--- src/rtl/bloom_filter_hit_rate_macros.svh ---
// ----------------------------------------------------------------------------
// Bloom filter hit-rate monitor: assertion macros
// Assertions are compiled in simulation only and are empty for synthesis.
// ----------------------------------------------------------------------------
`ifndef BLOOM_FILTER_HIT_RATE_MACROS_SVH
`define BLOOM_FILTER_HIT_RATE_MACROS_SVH
`ifndef SYNTHESIS
`define BF_ASSERT_IMP(lbl, clk, rst_n, a, c) \
    lbl: assert property (@(posedge clk) disable iff (!rst_n) (a) |-> (c)) \
        else $error("assertion failed");
`define BF_ASSERT_NXT(lbl, clk, rst_n, a, c) \
    lbl: assert property (@(posedge clk) disable iff (!rst_n) (a) |=> (c)) \
        else $error("assertion failed");
`else
`define BF_ASSERT_IMP(lbl, clk, rst_n, a, c)
`define BF_ASSERT_NXT(lbl, clk, rst_n, a, c)
`endif
`endif

--- src/rtl/bfhr_pkg.sv ---
// ----------------------------------------------------------------------------
// Bloom filter hit-rate monitor: package
// Shared types, constants and request codes.
// ----------------------------------------------------------------------------
package bfhr_pkg;

    localparam int CELLS_DEF      = 65536;
    localparam int WINDOW_DEF     = 16;
    localparam int MAX_HASHES_DEF = 7;

    localparam logic [63:0] MIX_MUL = 64'h45d9f3b;

    typedef enum logic [1:0] {
        REQ_INSERT = 2'd0,
        REQ_PROBE  = 2'd1,
        REQ_TICK   = 2'd2,
        REQ_CLEAR  = 2'd3
    } req_t;

    typedef enum logic [2:0] {
        REG_HASH_COUNT = 3'd0,
        REG_CELL_COUNT = 3'd1,
        REG_SEED_A     = 3'd2,
        REG_SEED_B     = 3'd3,
        REG_WINDOW_LEN = 3'd4
    } reg_idx_t;

    typedef struct packed {
        logic [1:0]         req_type;
        logic signed [63:0] key;
    } bf_in_t;

    typedef struct packed {
        logic        hit;
        logic [16:0] hit_rate;
        logic [35:0] window_hits;
        logic [35:0] window_probes;
    } bf_out_t;

    typedef enum logic [3:0] {
        ST_IDLE,
        ST_HLOAD,
        ST_HMUL1,
        ST_HMUL2,
        ST_HFIN,
        ST_MOD,
        ST_MEMRD,
        ST_MEMWAIT,
        ST_MEMCHK,
        ST_RINGRD,
        ST_RINGWAIT,
        ST_RINGUPD,
        ST_DIV,
        ST_DONE,
        ST_CLEAR
    } state_t;

    // Shared datapath operation select
    typedef enum logic [2:0] {
        OP_NONE,
        OP_LOAD,
        OP_XLOAD,
        OP_MIXLO,
        OP_MIXHI,
        OP_FIN,
        OP_MODSTEP,
        OP_DIVSTEP
    } op_t;

endpackage

--- src/rtl/bfhr_alu.sv ---
// ----------------------------------------------------------------------------
// Bloom filter hit-rate monitor: shared arithmetic unit
// Two work registers (acc, quo); split mix multiply, restoring mod and divide steps.
// ----------------------------------------------------------------------------
module bfhr_alu (
    input  logic              clk,
    input  bfhr_pkg::op_t     op,
    input  logic [63:0]       load_val,
    input  logic [63:0]       divisor,
    output logic [63:0]       acc,
    output logic [63:0]       quo
);
    import bfhr_pkg::*;

    logic [63:0] acc_reg, acc_next;
    logic [63:0] quo_reg, quo_next;
    logic [63:0] mixed;
    logic [64:0] trial;
    logic [63:0] shl;
    logic [31:0] mul_a;
    logic [58:0] prod;

    assign mixed = {{16{acc_reg[63]}}, acc_reg[63:16]} ^ acc_reg;
    // one 32 x 27 multiplier: low half of the mixed word, then its high half
    assign mul_a = (op == OP_MIXHI) ? quo_reg[63:32] : mixed[31:0];
    assign prod  = mul_a * MIX_MUL[26:0];
    // restoring step: remainder in acc, dividend bits shifted out of quo
    assign shl   = {acc_reg[62:0], quo_reg[63]};
    assign trial = {acc_reg[63], shl} - {1'b0, divisor};

    always_comb
    begin
        acc_next = acc_reg;
        quo_next = quo_reg;
        case (op) inside
            OP_LOAD:
            begin
                acc_next = 64'd0;
                quo_next = load_val;
            end
            OP_XLOAD:   acc_next = load_val;
            OP_MIXLO:
            begin
                quo_next = mixed;
                acc_next = {5'd0, prod};
            end
            // high partial product only reaches the top 32 bits mod 2^64
            OP_MIXHI:   acc_next = acc_reg + {prod[31:0], 32'd0};
            OP_FIN:
            begin
                quo_next = {mixed[31:0], 32'd0};
                acc_next = 64'd0;
            end
            OP_MODSTEP, OP_DIVSTEP:
            begin
                if (!trial[64])
                begin
                    acc_next = trial[63:0];
                    quo_next = {quo_reg[62:0], 1'b1};
                end
                else
                begin
                    acc_next = shl;
                    quo_next = {quo_reg[62:0], 1'b0};
                end
            end
            default: ;
        endcase
    end

    always_ff @(posedge clk)
    begin
        acc_reg <= acc_next;
        quo_reg <= quo_next;
    end

    assign acc = acc_reg;
    assign quo = quo_reg;
endmodule

--- config.mk ---
export PLATFORM = sky130hd
export DESIGN_NAME = bfhr_alu
export DESIGN_NICKNAME = d
export VERILOG_FILES = /design/src/rtl/bloom_filter_hit_rate_macros.svh /design/src/rtl/bfhr_pkg.sv /design/src/rtl/bfhr_alu.sv
export SDC_FILE = /design/constraint.sdc
export NUM_CORES = 2
export LEC_CHECK = 0
export BUFFER_PORTS_ARGS = -buffer_cell sky130_fd_sc_hd__buf_2
export CORE_MARGIN = 2
export CORE_UTILIZATION = 50
export CTS_CLUSTER_DIAMETER = 50
export DETAILED_ROUTE_END_ITERATION = 8
export PLACE_DENSITY = 0.67
export SLEW_MARGIN = 30
export SYNTH_ARGS = -nofsm -noshare
export SYNTH_HDL_FRONTEND = slang
export SYNTH_SLANG_ARGS = --single-unit
--- constraint.sdc ---
create_clock -name clk -period 11.8 [get_ports clk]
set_clock_uncertainty 0.05 [all_clocks]
set_input_delay 2.36 -clock clk [delete_from_list [all_inputs] [get_ports clk]]
set_output_delay 2.36 -clock clk [all_outputs]
set_load 0.03 [all_outputs]
==> impl_metrics.yaml <==
status:
  status: "finished clean"
grt:
  grt_antenna_before_repair: 12
  grt_pass1_vias: 26510
  grt_use_total_pct: 37.61
  largest_net_degree_at_the_start_of_global_routing: 156
  grt-ovfl-total: 0
  grt_pass1_wl_mm: 169.2
synth:
  synth-edff-count: 64
  synth_sequential_area_ratio_pct: 10.80
  netlist-cell-type-count: 93
  synth_seq_cells: 128
  async_flop_share_pct: 0
  yosys_warnings: 0
  syn-mean-instance-area_um2: 8.364
  synth_area_um2: 29650
  synth-main-ff-cell: "edfxtp_1"
  postSynthCellCount: 3545
  syn_nets: 4423
routing:
  vias_per_cell: 6.071
  via_count: 27590
  drt-pass1-iter-count: 6
  drcViolationCount: 0
  drt.antenna.violating_nets: 0
  routedWlPerCell_um: 25.24
  total_routed_length_mm: 114.7
  initialDrtViolationCount: 3601
clock_network:
  clkSlewWorstSetupHoldPaths_ns: 0.07
  ctsLongestPathBuffers: 2
  cts_tree: "built"
  cts.sink_count: 128
  hold_buffers: 0
  clock_tree.htree_level_count: 4
  clkLatencyLatePin_ns: 0.47
  clock_tree.root_cell: "clkbuf_16"
  cts_buffers: 17
  cts_repair_resize_count: 0
  postCtsSetupRepairBufs: 0
final_layout:
  final_layout_size_suffix_gt1_share_pct: 11.13
  area_growth_pct: 9.461
  nFillCells: 5624
  design.final.nets: 4629
  area_of_combinational_cells_with_multiple_inputs_um2: 23380
  final_common_cell: "inv_1"
  layout.core_utilization_pct: 55.20
  mostFrequentLayoutCells: "665 x inv_1, 380 x ha_1, 366 x fa_1, 279 x a21oi_1, 272 x nand2_1"
  finished_layout_cells: 4544
  layout.area.seq_um2: 3203
timing:
  slew_headroom_pct: 31.62
  fin_crit_ns: 11.08
  fin_tns_setup_ns: 0
  ratio_of_final_minimum_period_to_clock_period_pct: 93.92
  slew_viol_final: 0
  final-hold-violation-count: 0
  fin_ws_ns: 0.7170
  setup_repair_after_global_routing_missed_its_margin: "false"
  setup_viol: 0
  max_slew.worst_pin.slew_ns: 1.023
  fmax_mhz: 90.23
floorplanning:
  die_area_um2: 61260
  chipHeight_um: 247.5
  design.core.area_um2: 58800
  placement_rows: 89
  chipWidth_um: 247.5
  initial_utilization_pct: 50.43
  top_level_ports: 260
place:
  dpl_worst_slack_ns: 0.3479
  port_buffer_count: 259
  gp_routability_congestion: 1.058
  dp.final_hpwl_mm: 96.36
  dp.cells: 4505
setup_path:
  timing.critical_path.fanout_max: 30
  timing.critical_path.from_type: "primary input"
  critical-path-max-stage-delay_ns: 0.57
  critical_path.most_common_cell: "fa_1"
  crit_path_start: "op[0]"
  sort_of_element_at_the_end_of_the_critical_path: "flip-flop"
  worst-endpoint-required_ns: 12.16
  data_arrival_time_at_the_worst_slack_endpoint_ns: 11.45
  crit_slowest_cell: "fa_1"
  setup.worst_path.class: "primary input to flip-flop"
  worstReg2RegStart: "acc[31]"
hold_path:
  hp-class: "flip-flop to flip-flop"
  timing.hold.worst.start: "quo[9]"
job:
  maxCapViolations: 0
-- synthesized netlist by cell type, types with 28 or more instances --
| library cell | number | area [um^2] |
|---|---|---|
| a21oi_1 | 279 | 1396 |
| nand2_1 | 275 | 1032 |
| o21ai_0 | 249 | 1246 |
| xnor2_1 | 153 | 1340 |
| a21o_1 | 92 | 690.7 |
| fa_1 | 366 | 7327 |
| dfxtp_1 | 64 | 1281 |
| nor2_1 | 173 | 649.4 |
| xor2_1 | 52 | 455.4 |
| o21ai_1 | 28 | 140.1 |
| mux2i_1 | 32 | 320.3 |
| o211ai_1 | 48 | 360.4 |
| ha_1 | 380 | 4755 |
| o22ai_1 | 30 | 187.7 |
| inv_1 | 665 | 2496 |
| nand3_1 | 42 | 210.2 |
| nand4_1 | 32 | 200.2 |
| clkbuf_1 | 96 | 360.4 |
| edfxtp_1 | 64 | 1922 |
-- worst max-delay path, delay by kind of cell --
| family | cells | cell delay, ns |
|---|---|---|
| buf+inv | 6 | 1.18 |
| fa+ha+maj | 9 | 4.08 |
| simple gates | 4 | 0.80 |
| compound gates | 12 | 2.61 |
| xor+xnor | 2 | 0.36 |
-- metal layers --
metal,up-vias,GRT usage [%],wire length [um]
met5,-,0,24
met4,4,14.86,5229
met3,261,7.234,13170
met2,1666,56.12,49030
met1,13300,53.60,47230
li1,12360,-,-
-- layout make-up --
| type | count | share of cell area (%) |
|---|---|---|
| repair buffers | 325 | 5.578 |
| diodes | 7 | 0.05397 |
| well taps | 773 | 2.980 |
| multi-input cells | 2613 | 72.03 |
| flip-flops and latches | 128 | 9.869 |
| clock inverters | 15 | 0.4703 |
| inverters | 666 | 7.703 |
| clock buffers | 17 | 1.311 |
-- cells by family after synthesis --
| logic type | synth area share (%) |
|---|---|
| AO/OA/AOI/OAI | 20.64 |
| XOR/XNOR | 6.056 |
| adder cells (fa/ha/maj) | 40.75 |
| buffers and inverters | 10.43 |
| flip-flops | 10.80 |
| multiplexers | 1.625 |
| AND/OR/NAND/NOR | 9.702 |
-- metrics by stage --
| step | area (um^2) | hold slack (ns) |
|---|---|---|
| finish | 32450 | 0.4956 |
| CTS | 32440 | 0.4955 |
| detailed placement | 31860 | 0.4793 |
| global placement | 31860 | 0.4785 |
| global route | 32450 | 0.5281 |
| floorplan | 29650 | 0.5808 |
-- final timing paths --
check                                to  slack (ns)  cells past startpoint
worst min register to register  quo[10]        0.50                      2
worst max register to register  acc[63]        2.51                     29
worst min-delay path            quo[10]        0.50                      2
worst max-delay path            acc[63]        0.72                     33
Power is not shown: default switching activity piles up to over one toggle a cycle in this logic, so the estimate is an artifact.
